## config.mk

```make
export PLATFORM = sky130hd
export DESIGN_NAME = positional_list_buffer_unit
export DESIGN_NICKNAME = d
export VERILOG_FILES = /design/src/design/plb_pkg.sv /design/src/design/positional_list_buffer_unit.sv /design/src/design/plb_cell.sv
export SDC_FILE = /design/constraint.sdc
export NUM_CORES = 2
export LEC_CHECK = 0
export BUFFER_PORTS_ARGS = -buffer_cell sky130_fd_sc_hd__buf_2
export CAP_MARGIN = 15
export CORE_MARGIN = 10
export CORE_UTILIZATION = 56
export DETAILED_ROUTE_END_ITERATION = 7
export GPL_TIMING_DRIVEN = 0
export PLACE_DENSITY = 0.72
export SLEW_MARGIN = 30
export SYNTH_ARGS = -nofsm -noshare
export SYNTH_HDL_FRONTEND = slang
export SYNTH_HIERARCHICAL = 1
export SYNTH_SLANG_ARGS = --single-unit
```

## constraint.sdc

```tcl
create_clock -name clk -period 27.1 [get_ports clk]
set_input_delay 1.355 -clock clk [delete_from_list [all_inputs] [get_ports clk]]
set_output_delay 1.355 -clock clk [all_outputs]
set_load 0.02 [all_outputs]
```

## src/design/plb_pkg.sv

```systemverilog
// Package for the positional list buffer: sizes, action and status codes,
// cell command type and the control bundle broadcast to the cell chain.
// No dependencies.
package plb_pkg;

    localparam int CAPACITY = 64;
    localparam int IDX_W    = $clog2(CAPACITY);
    localparam int CNT_W    = $clog2(CAPACITY + 1);
    localparam int VAL_W    = 32;
    localparam int IN_W     = 48;
    localparam int OUT_W    = 48;

    // action codes
    localparam logic [3:0] ACT_INS_FRONT = 4'd0;
    localparam logic [3:0] ACT_INS_BACK  = 4'd1;
    localparam logic [3:0] ACT_INS_AT    = 4'd2;
    localparam logic [3:0] ACT_DEL_FRONT = 4'd3;
    localparam logic [3:0] ACT_DEL_BACK  = 4'd4;
    localparam logic [3:0] ACT_DEL_AT    = 4'd5;
    localparam logic [3:0] ACT_CLEAR     = 4'd6;
    localparam logic [3:0] ACT_LENGTH    = 4'd7;
    localparam logic [3:0] ACT_DUMP      = 4'd8;

    // status codes
    localparam logic [1:0] ST_OK    = 2'd0;
    localparam logic [1:0] ST_EMPTY = 2'd1;
    localparam logic [1:0] ST_NOPOS = 2'd2;
    localparam logic [1:0] ST_FULL  = 2'd3;

    // what every cell does in a cycle
    typedef enum logic [1:0] {
        CMD_HOLD,
        CMD_INS,   // cell idx loads value, cells above take the left neighbor
        CMD_DEL,   // cells at idx and above take the right neighbor
        CMD_ROT    // cells below idx take right neighbor, cell idx takes the head
    } cmd_t;

    typedef struct packed {
        cmd_t             cmd;
        logic [IDX_W-1:0] idx;
        logic [VAL_W-1:0] value;
    } cell_ctrl_t;

endpackage

```

## src/design/positional_list_buffer_unit.sv

```systemverilog
// Positional list buffer: a chain of CAPACITY cells holding an ordered list,
// a request decoder and an output register. Depends on plb_pkg, plb_cell.
// A result is registered in the cycle after its transaction is accepted.
// Throughput: one non-dump request per cycle when the output is taken at once;
//   a dump emits an element per rotation of the chain while the output is free
//   and takes no request till the last; inserts and deletes shift in parallel.
// Reset: rst_n clears the element count, the state and the output valid; cell
//   contents are not reset and are only read below the count.
module positional_list_buffer_unit (
    input  logic                      clk,
    input  logic                      rst_n,
    input  logic                      s_tvalid,
    output logic                      s_tready,
    input  logic [plb_pkg::IN_W-1:0]  s_tdata,  // action[3:0], value[35:4], position[43:36]
    output logic                      m_tvalid,
    input  logic                      m_tready,
    output logic [plb_pkg::OUT_W-1:0] m_tdata,  // element[31:0], has_element[32],
                                                // count[39:33], status[41:40]
    output logic                      m_tlast
);
    import plb_pkg::*;

    typedef enum logic {
        S_IDLE,
        S_DUMP
    } state_t;

    state_t           state_reg, state_next;
    logic [CNT_W-1:0] count_reg, count_next;
    logic [IDX_W-1:0] dump_idx_reg, dump_idx_next;
    logic             out_valid_reg, out_valid_next;
    logic [VAL_W-1:0] out_elem_reg, out_elem_next;
    logic             out_has_reg, out_has_next;
    logic [CNT_W-1:0] out_cnt_reg, out_cnt_next;
    logic [1:0]       out_st_reg, out_st_next;
    logic             out_last_reg, out_last_next;

    cell_ctrl_t       ctrl;
    logic [VAL_W-1:0] cell_val [CAPACITY];

    logic [3:0]       action;
    logic [VAL_W-1:0] value;
    logic [7:0]       position;
    logic             out_free;
    logic             in_acc;
    logic             full;
    logic             empty;
    logic             pos_past;
    logic [IDX_W-1:0] count_idx;
    logic [IDX_W-1:0] pos_idx;
    logic [IDX_W-1:0] last_idx;

    assign action   = s_tdata[3:0];
    assign value    = s_tdata[35:4];
    assign position = s_tdata[43:36];

    assign out_free = !out_valid_reg || m_tready;
    assign s_tready = (state_reg == S_IDLE) && out_free;
    assign in_acc   = s_tvalid && s_tready;

    assign full      = (count_reg == CNT_W'(CAPACITY));
    assign empty     = (count_reg == '0);
    assign pos_past  = ({1'b0, count_reg} < position);
    assign count_idx = count_reg[IDX_W-1:0];
    assign pos_idx   = IDX_W'(position - 8'd1);
    assign last_idx  = IDX_W'(count_reg - CNT_W'(1));

    // request decode, dump sequencing and output register loading
    always_comb
    begin
        state_next     = state_reg;
        count_next     = count_reg;
        dump_idx_next  = dump_idx_reg;
        out_valid_next = out_valid_reg && !m_tready;
        out_elem_next  = out_elem_reg;
        out_has_next   = out_has_reg;
        out_cnt_next   = out_cnt_reg;
        out_st_next    = out_st_reg;
        out_last_next  = out_last_reg;
        ctrl.cmd       = CMD_HOLD;
        ctrl.idx       = '0;
        ctrl.value     = value;

        if (in_acc)
        begin
            out_valid_next = 1'b1;
            out_elem_next  = '0;
            out_has_next   = 1'b0;
            out_st_next    = ST_OK;
            out_last_next  = 1'b1;
            case (action)
                ACT_INS_FRONT, ACT_INS_BACK, ACT_INS_AT:
                begin
                    if (full)
                        out_st_next = ST_FULL;
                    else
                    begin
                        ctrl.cmd   = CMD_INS;
                        count_next = count_reg + CNT_W'(1);
                        if (action == ACT_INS_FRONT ||
                            (action == ACT_INS_AT && position == 8'd1))
                            ctrl.idx = '0;
                        else if (action == ACT_INS_BACK || position == 8'd0 || pos_past)
                            ctrl.idx = count_idx;
                        else
                            ctrl.idx = pos_idx;
                    end
                end
                ACT_DEL_FRONT, ACT_DEL_BACK, ACT_DEL_AT:
                begin
                    if (empty)
                        out_st_next = ST_EMPTY;
                    else if (action == ACT_DEL_AT && position != 8'd0 && pos_past)
                        out_st_next = ST_NOPOS;
                    else
                    begin
                        ctrl.cmd   = CMD_DEL;
                        count_next = count_reg - CNT_W'(1);
                        if (action == ACT_DEL_FRONT ||
                            (action == ACT_DEL_AT && position == 8'd1))
                            ctrl.idx = '0;
                        else if (action == ACT_DEL_BACK || position == 8'd0)
                            ctrl.idx = last_idx;
                        else
                            ctrl.idx = pos_idx;
                    end
                end
                ACT_CLEAR:
                    count_next = '0;
                ACT_DUMP:
                begin
                    if (empty)
                        out_st_next = ST_EMPTY;
                    else
                    begin
                        // first element goes out now, the rest from S_DUMP
                        ctrl.cmd      = CMD_ROT;
                        ctrl.idx      = last_idx;
                        out_elem_next = cell_val[0];
                        out_has_next  = 1'b1;
                        out_last_next = (count_reg == CNT_W'(1));
                        dump_idx_next = IDX_W'(1);
                        if (count_reg != CNT_W'(1))
                            state_next = S_DUMP;
                    end
                end
                default:
                    out_st_next = ST_OK;  // length report and unused codes
            endcase
            out_cnt_next = count_next;
        end
        else if (state_reg == S_DUMP && out_free)
        begin
            // emit the head and rotate the occupied cells by one
            ctrl.cmd       = CMD_ROT;
            ctrl.idx       = last_idx;
            out_valid_next = 1'b1;
            out_elem_next  = cell_val[0];
            out_has_next   = 1'b1;
            out_cnt_next   = count_reg;
            out_st_next    = ST_OK;
            out_last_next  = (dump_idx_reg == last_idx);
            dump_idx_next  = dump_idx_reg + IDX_W'(1);
            if (dump_idx_reg == last_idx)
                state_next = S_IDLE;
        end
    end

    always_ff @(posedge clk or negedge rst_n)
    begin
        if (!rst_n)
        begin
            state_reg     <= S_IDLE;
            count_reg     <= '0;
            dump_idx_reg  <= '0;
            out_valid_reg <= 1'b0;
        end
        else
        begin
            state_reg     <= state_next;
            count_reg     <= count_next;
            dump_idx_reg  <= dump_idx_next;
            out_valid_reg <= out_valid_next;
        end
    end

    // result payload
    always_ff @(posedge clk)
    begin
        out_elem_reg <= out_elem_next;
        out_has_reg  <= out_has_next;
        out_cnt_reg  <= out_cnt_next;
        out_st_reg   <= out_st_next;
        out_last_reg <= out_last_next;
    end

    // chain of cells
    genvar gi;
    generate
        for (gi = 0; gi < CAPACITY; gi++)
        begin : g_cell
            logic [VAL_W-1:0] left_val;
            logic [VAL_W-1:0] right_val;

            if (gi == 0)
            begin : g_first
                assign left_val = '0;
            end
            else
            begin : g_mid_l
                assign left_val = cell_val[gi-1];
            end

            if (gi == CAPACITY - 1)
            begin : g_last
                assign right_val = '0;
            end
            else
            begin : g_mid_r
                assign right_val = cell_val[gi+1];
            end

            plb_cell u_cell (
                .clk       (clk),
                .cell_idx  (IDX_W'(gi)),
                .ctrl      (ctrl),
                .left_val  (left_val),
                .right_val (right_val),
                .head_val  (cell_val[0]),
                .val       (cell_val[gi])
            );
        end
    endgenerate

    assign m_tvalid = out_valid_reg;
    assign m_tdata  = {{(OUT_W - VAL_W - 1 - CNT_W - 2){1'b0}},
                       out_st_reg, out_cnt_reg, out_has_reg, out_elem_reg};
    assign m_tlast  = out_last_reg;

    // checks
    a_count_range: assert property (@(posedge clk) disable iff (!rst_n)
        count_reg <= CNT_W'(CAPACITY))
        else $error("element count above capacity");

    a_dump_nonempty: assert property (@(posedge clk) disable iff (!rst_n)
        state_reg == S_DUMP |-> (count_reg != '0 && {1'b0, dump_idx_reg} < count_reg))
        else $error("dump running past the list");

    a_no_accept_in_dump: assert property (@(posedge clk) disable iff (!rst_n)
        state_reg == S_DUMP |-> !s_tready)
        else $error("request taken during dump");

    a_dump_count_stable: assert property (@(posedge clk) disable iff (!rst_n)
        state_reg == S_DUMP |=> count_reg == $past(count_reg))
        else $error("count changed during dump");

endmodule

```

## src/design/plb_cell.sv

```systemverilog
// One storage cell of the list chain: holds one element and takes its
// next value from itself, a neighbor, the head cell or the insert value.
// Depends on plb_pkg.
module plb_cell (
    input  logic                      clk,
    input  logic [plb_pkg::IDX_W-1:0] cell_idx,
    input  plb_pkg::cell_ctrl_t       ctrl,
    input  logic [plb_pkg::VAL_W-1:0] left_val,
    input  logic [plb_pkg::VAL_W-1:0] right_val,
    input  logic [plb_pkg::VAL_W-1:0] head_val,
    output logic [plb_pkg::VAL_W-1:0] val
);
    import plb_pkg::*;

    logic [VAL_W-1:0] val_reg;
    logic [VAL_W-1:0] val_next;

    // next value from the broadcast command and this cell's place
    always_comb
    begin
        val_next = val_reg;
        case (ctrl.cmd)
            CMD_INS:
            begin
                if (cell_idx == ctrl.idx)
                    val_next = ctrl.value;
                else if (cell_idx > ctrl.idx)
                    val_next = left_val;
            end
            CMD_DEL:
            begin
                if (cell_idx >= ctrl.idx)
                    val_next = right_val;
            end
            CMD_ROT:
            begin
                if (cell_idx == ctrl.idx)
                    val_next = head_val;
                else if (cell_idx < ctrl.idx)
                    val_next = right_val;
            end
            default:
                val_next = val_reg;
        endcase
    end

    always_ff @(posedge clk)
    begin
        val_reg <= val_next;
    end

    assign val = val_reg;

endmodule
```

# Yosys cells after proc, flatten, opt, wreduce, memory -nomap -nowiden
# Cells that the tools add are included.
[totals]
output_inout_bits = 51
reg_bits = 2106
input_bits = 52
[op_classes]
n_bitwise = 1
n_eq_ne = 274
n_lt_le_gt_ge = 193
mux = 432
n_addsub = 4
n_reduce_logical = 92
[ops]
columns = ["op", "n"]
rows = [
  ["$mux W32", 324],
  ["$pmux W32 S3", 64],
  ["$ne A3 B1 Y1 const B", 127],
  ["$reduce_and A4 Y1", 63],
  ["$eq A6 B6 Y1 const A", 32],
  ["$ge A6 B6 Y1 const A", 32],
  ["$gt A6 B6 Y1 const A", 32],
  ["$lt A6 B6 Y1 const A", 32],
  ["$ne A2 B1 Y1 const B", 67],
  ["$eq A5 B6 Y1 const A", 16],
  ["$ge A5 B6 Y1 const A", 16],
  ["$gt A5 B6 Y1 const A", 16],
  ["$lt A5 B6 Y1 const A", 16],
  ["$eq A4 B6 Y1 const A", 8],
  ["$ge A4 B6 Y1 const A", 8],
  ["$gt A4 B6 Y1 const A", 8],
  ["$lt A4 B6 Y1 const A", 8],
  ["$mux W6", 8],
  ["$mux W7", 6],
  ["$mux W8", 5],
  ["$eq A3 B6 Y1 const A", 4],
  ["$ge A3 B6 Y1 const A", 4],
  ["$gt A3 B6 Y1 const A", 4],
  ["$lt A3 B6 Y1 const A", 4],
  ["other kinds (44)", 92],
]

# Depth between registers and ports, before layout
[logic_depth]
depth_word = 12
mapped_depth = 19
ltp_nobuf = 14

# Hierarchy
# Netlist, hierarchy kept.
[by_module_without_submodules]
columns = ["mod", "cells_each", "n_inst", "seq_area_each_um2", "area_per_inst_um2"]
rows = [
  ["plb_cell at g_cell[0].u_cell ...", 168, 60, 960.9, 2215.9],
  ["plb_cell at g_cell[6].u_cell ...", 169, 4, 960.9, 2212.1],
  ["positional_list_buffer_unit", 313, 1, 1666.6, 3368.2],
]

# Worst setup path before layout
# No wires, ideal clock.
[synth_path]
kind = "input-to-reg"
start = "input s_tdata[0] (netlist name)"
end = "register g_cell[6].u_cell.val_reg[10], data pin"
path_buffers = 2
arrival_time_ns = 11.473
setup_slack_ns = 15.349
stages = 9
t_required_ns = 26.821
path_cell_list = "clkbuf_1 or4b_1 a31oi_1 nor2_1 o21ai_1 nand3_1 buf_2 mux2i_1 mux2i_1"
[synth_rtl]
columns = ["element", "line_no", "source"]
rows = [
  ["start: declaration", "positional_list_buffer_unit.sv:14", "input logic [plb_pkg::IN_W-1:0] s_tdata,"],
  ["end signal: assignment", "plb_cell.sv:49", "val_reg <= val_next;"],
  ["end: declaration", "plb_cell.sv:15", "logic [VAL_W-1:0] val_reg;"],
]

==> impl_results.rst <==
.. list-table::
   :header-rows: 1

   * - Metric
     - Value
   * - Shortest period the worst path allows
     - 6.78 ns
   * - Placer's final routability congestion estimate
     - 0.853
   * - CTS-repair resized insts
     - 0
   * - H-tree levels
     - 4
   * - Worst Setup Slack, final
     - 20.32 ns
   * - Worst path bufs/invs
     - 12
   * - Drt via density
     - 6.34
   * - Nets@finish
     - 12600
   * - Clock-pin slew on the worst setup and hold paths
     - 0.06 ns
   * - Number of buffers inserted by post-CTS setup repair
     - 0
   * - Layout Utilization
     - 63.5%
   * - Estimated wirelength of the detail-placed design
     - 336000 um
   * - Initial core utilization
     - 56.4%
   * - Synthesized instance count
     - 11100
   * - Number of buffers added on ports
     - 91
   * - Critical path arrival
     - 7.27 ns
   * - Number of rows in the core area
     - 186
   * - Power per cell area
     - 117 nW/um2
   * - Critical Path Start Type
     - flip-flop
   * - Element type at the critical path end
     - flip-flop
   * - Placement Cell Area
     - 156000 um2
   * - Worst hold path type
     - input port to asynchronous set/reset pin
   * - Number of warnings printed during yosys synthesis
     - 6
   * - Overall power consumption
     - 19.1 mW
   * - Worst-case reg-to-reg path depth
     - 21
   * - CP Max Fanout
     - 32
   * - Source of the worst register-to-register timing path
     - count_reg[0]
   * - Crit share post-route
     - 25.0%
   * - Global-route wire length before repair
     - 655000 um
   * - Sequential cell area fraction in the yosys report
     - 43.5%
   * - #FFs+latches synth
     - 2106
   * - Max Root-Sink Buffers
     - 3
   * - Via count of the first global-routing pass
     - 108000
   * - Pin count of the biggest net entering global routing
     - 50
   * - CP required
     - 27.59 ns
   * - Clock latency on the worst-skew pair
     - 0.90 ns
   * - Crit-path max cell delay
     - 0.91 ns
   * - Design area
     - 164000 um2
   * - CP Cell Sequence
     - inv_1 > ha_1 > clkbuf_1 > a31oi_1 > a21oi_1 > o211ai_1 > buf_4 > buf_4 > buf_2 > buf_2 > buf_4 > buf_2 > buf_2 > inv_1 > ha_1 > and4_4 > buf_6 > nand2_2 > buf_4 > o311ai_0 > o211a_2
   * - Unrepaired setup endpoints after global routing
     - no
   * - Number of synthesized flops with an enable pin
     - 2091
   * - Fin. max-slew vios
     - 0
   * - Synthesized area per cell
     - 13.1 um2
   * - Peak ir drop on the vdd network
     - 0.0780 mV
   * - Most common library cell in the layout ignoring fill and taps
     - sky130_fd_sc_hd__mux2i_1
   * - Finished Layout Cells
     - 15700
   * - Cell total after placement
     - 15300
   * - Count of different cell masters after synthesis
     - 70
   * - Number of sinks handled by clock tree synthesis
     - 2106
   * - Count of routing violations after the opening detailed-route iteration
     - 7583
   * - Routed via count
     - 99700
   * - CTS tree
     - built
   * - Highest-count cells in the layout ignoring fill and taps
     - sky130_fd_sc_hd__mux2i_1 (6145), sky130_fd_sc_hd__edfxtp_1 (2091), sky130_fd_sc_hd__conb_1 (454)
   * - Final wirelength
     - 441000 um
   * - Hold buffer count at cts
     - 0
   * - Routed wire length per instance
     - 28.0 um
   * - Fin. Hold Viols
     - 0
   * - Max-Cap Viols
     - 0
   * - Overflow left after global routing
     - 0
   * - Class of the most critical setup path
     - flip-flop to flip-flop
   * - Reg-to-reg setup timing slack
     - 20.32 ns
   * - Max FFs per register
     - 2048
   * - Maximum clock skew at final layout
     - 0.0394 ns
   * - Slowest stage cell on the critical path
     - sky130_fd_sc_hd__o211a_2
   * - Share of cells above drive strength 1
     - 11.6%
   * - CTS Root Cell
     - sky130_fd_sc_hd__clkbuf_16
   * - CTS Buf Count
     - 236
   * - Hold Worst Slack
     - 0.360 ns
   * - Placement Setup Slack
     - 19.58 ns
   * - Final setup viols
     - 0
   * - Primary flip-flop cell chosen by synthesis mapping
     - sky130_fd_sc_hd__edfxtp_1
   * - Placeable Area
     - 257000 um2
   * - Area growth syn-to-layout
     - 12.6%
   * - F_max
     - 147 MHz
   * - Layout fillers
     - 19600
   * - Top-level I/O count
     - 103
   * - Cell area after synthesis
     - 145000 um2
   * - Headroom to the max-slew limit
     - 33.1%
   * - Horizontal extent of the die
     - 529 um
   * - Result of the run
     - finished clean
   * - Y dimension of the die
     - 529 um
   * - Worst reg2reg path endpoint
     - g_cell[20].u_cell/val[13]
   * - Routed Antenna Nets
     - 0
   * - Number of antenna violations at the first check in global routing
     - 5
   * - Total die area
     - 280000 um2
   * - GRT Resource Usage Total
     - 30.1%
   * - Count of unresolved DRC violations after routing
     - 0
   * - First drt pass iteration count
     - 8
   * - Worst slew pin tran
     - 1.00 ns
   * - Ys async rst share
     - 0.712%
   * - Cell leakage power
     - 83.7 nW
   * - Dominant delay contributor by cell family on the critical path
     - buffers and inverters
   * - Setup tns final
     - 0 ns
-- layer usage --
| metal | GRT usage, % | wire [um] |
|---|---|---|
| met2 | 54.6 | 224000 |
| met4 | 12.6 | 20800 |
| met5 | 0 | 14 |
| met3 | 4.98 | 26800 |
| met1 | 35.2 | 169000 |
-- cell usage after synthesis, types with 8 or more instances --
library cell | n | area share, %
sky130_fd_sc_hd__mux2i_1 | 6145 | 42
sky130_fd_sc_hd__edfxtp_1 | 2091 | 43
sky130_fd_sc_hd__inv_1 | 398 | 1.0
sky130_fd_sc_hd__ha_1 | 396 | 3.4
sky130_fd_sc_hd__buf_4 | 379 | 2.0
sky130_fd_sc_hd__clkbuf_1 | 238 | 0.62
sky130_fd_sc_hd__a21oi_1 | 140 | 0.48
sky130_fd_sc_hd__and2_1 | 128 | 0.55
sky130_fd_sc_hd__nor2b_1 | 97 | 0.42
sky130_fd_sc_hd__nand2_1 | 88 | 0.23
sky130_fd_sc_hd__nor2_1 | 86 | 0.22
sky130_fd_sc_hd__buf_6 | 71 | 0.55
sky130_fd_sc_hd__o21a_1 | 65 | 0.34
sky130_fd_sc_hd__or4b_1 | 65 | 0.45
sky130_fd_sc_hd__a21o_1 | 64 | 0.33
sky130_fd_sc_hd__and4_4 | 64 | 0.50
sky130_fd_sc_hd__o211a_1 | 64 | 0.44
sky130_fd_sc_hd__o41a_1 | 64 | 0.50
sky130_fd_sc_hd__and2_0 | 60 | 0.26
sky130_fd_sc_hd__nand2_2 | 60 | 0.26
sky130_fd_sc_hd__nand3_2 | 60 | 0.41
sky130_fd_sc_hd__o311ai_0 | 60 | 0.36
sky130_fd_sc_hd__buf_1 | 22 | 0.057
sky130_fd_sc_hd__buf_2 | 18 | 0.062
sky130_fd_sc_hd__dfrtp_1 | 15 | 0.26
sky130_fd_sc_hd__nand3_1 | 13 | 0.045
sky130_fd_sc_hd__xnor2_1 | 12 | 0.072
sky130_fd_sc_hd__o21ai_0 | 9 | 0.031
sky130_fd_sc_hd__o221ai_1 | 8 | 0.048
sky130_fd_sc_hd__xor2_1 | 8 | 0.048
-- report_power, final --
group,switching [mW],internal (mW),total (mW)
Sequential,1.32,6.39,7.71
Combinational,4.88,3.33,8.21
Clock,1.38,1.77,3.15
Total,7.58,11.5,19.1
-- worst max path at each step --
stage | start | to | slack, ns | cells past startpoint
after floorplan | s_tdata[0] | g_cell[6].u_cell/val[10] | 15.35 | 9
after global placement | s_tdata[0] | g_cell[9].u_cell/val[8] | 6.13 | 10
after detailed placement | s_tdata[0] | g_cell[20].u_cell/val[24] | 19.58 | 21
after CTS | count_reg[0] | g_cell[20].u_cell/val[1] | 20.46 | 21
after global routing | count_reg[0] | g_cell[20].u_cell/val[13] | 20.06 | 21
final | count_reg[0] | g_cell[20].u_cell/val[13] | 20.32 | 21
-- final cells by class --
type                       count  area [um2]  area share, %
sequential                  2106       63200           38.6
clock inverter               137        1150          0.706
inverter                     400        1500          0.918
tap                         3384        4230           2.59
timing repair buffer         382        4870           2.98
antenna                        2        5.00        0.00306
buffer                       728        4710           2.88
multi-input combinational   8287       77600           47.5
clock buffer                 300        6230           3.81
-- logic make-up after synthesis --
kind of cell,count (synthesis),share of synthesized area [%]
compound gates,514,2.75
xor+xnor,20,0.121
fa+ha+maj,396,3.41
buf+inv,1128,4.28
flops,2106,43.5
mux,6146,42.4
other cells,2,0.00517
simple gates,757,3.54
(Power assumes the default switching activity.)
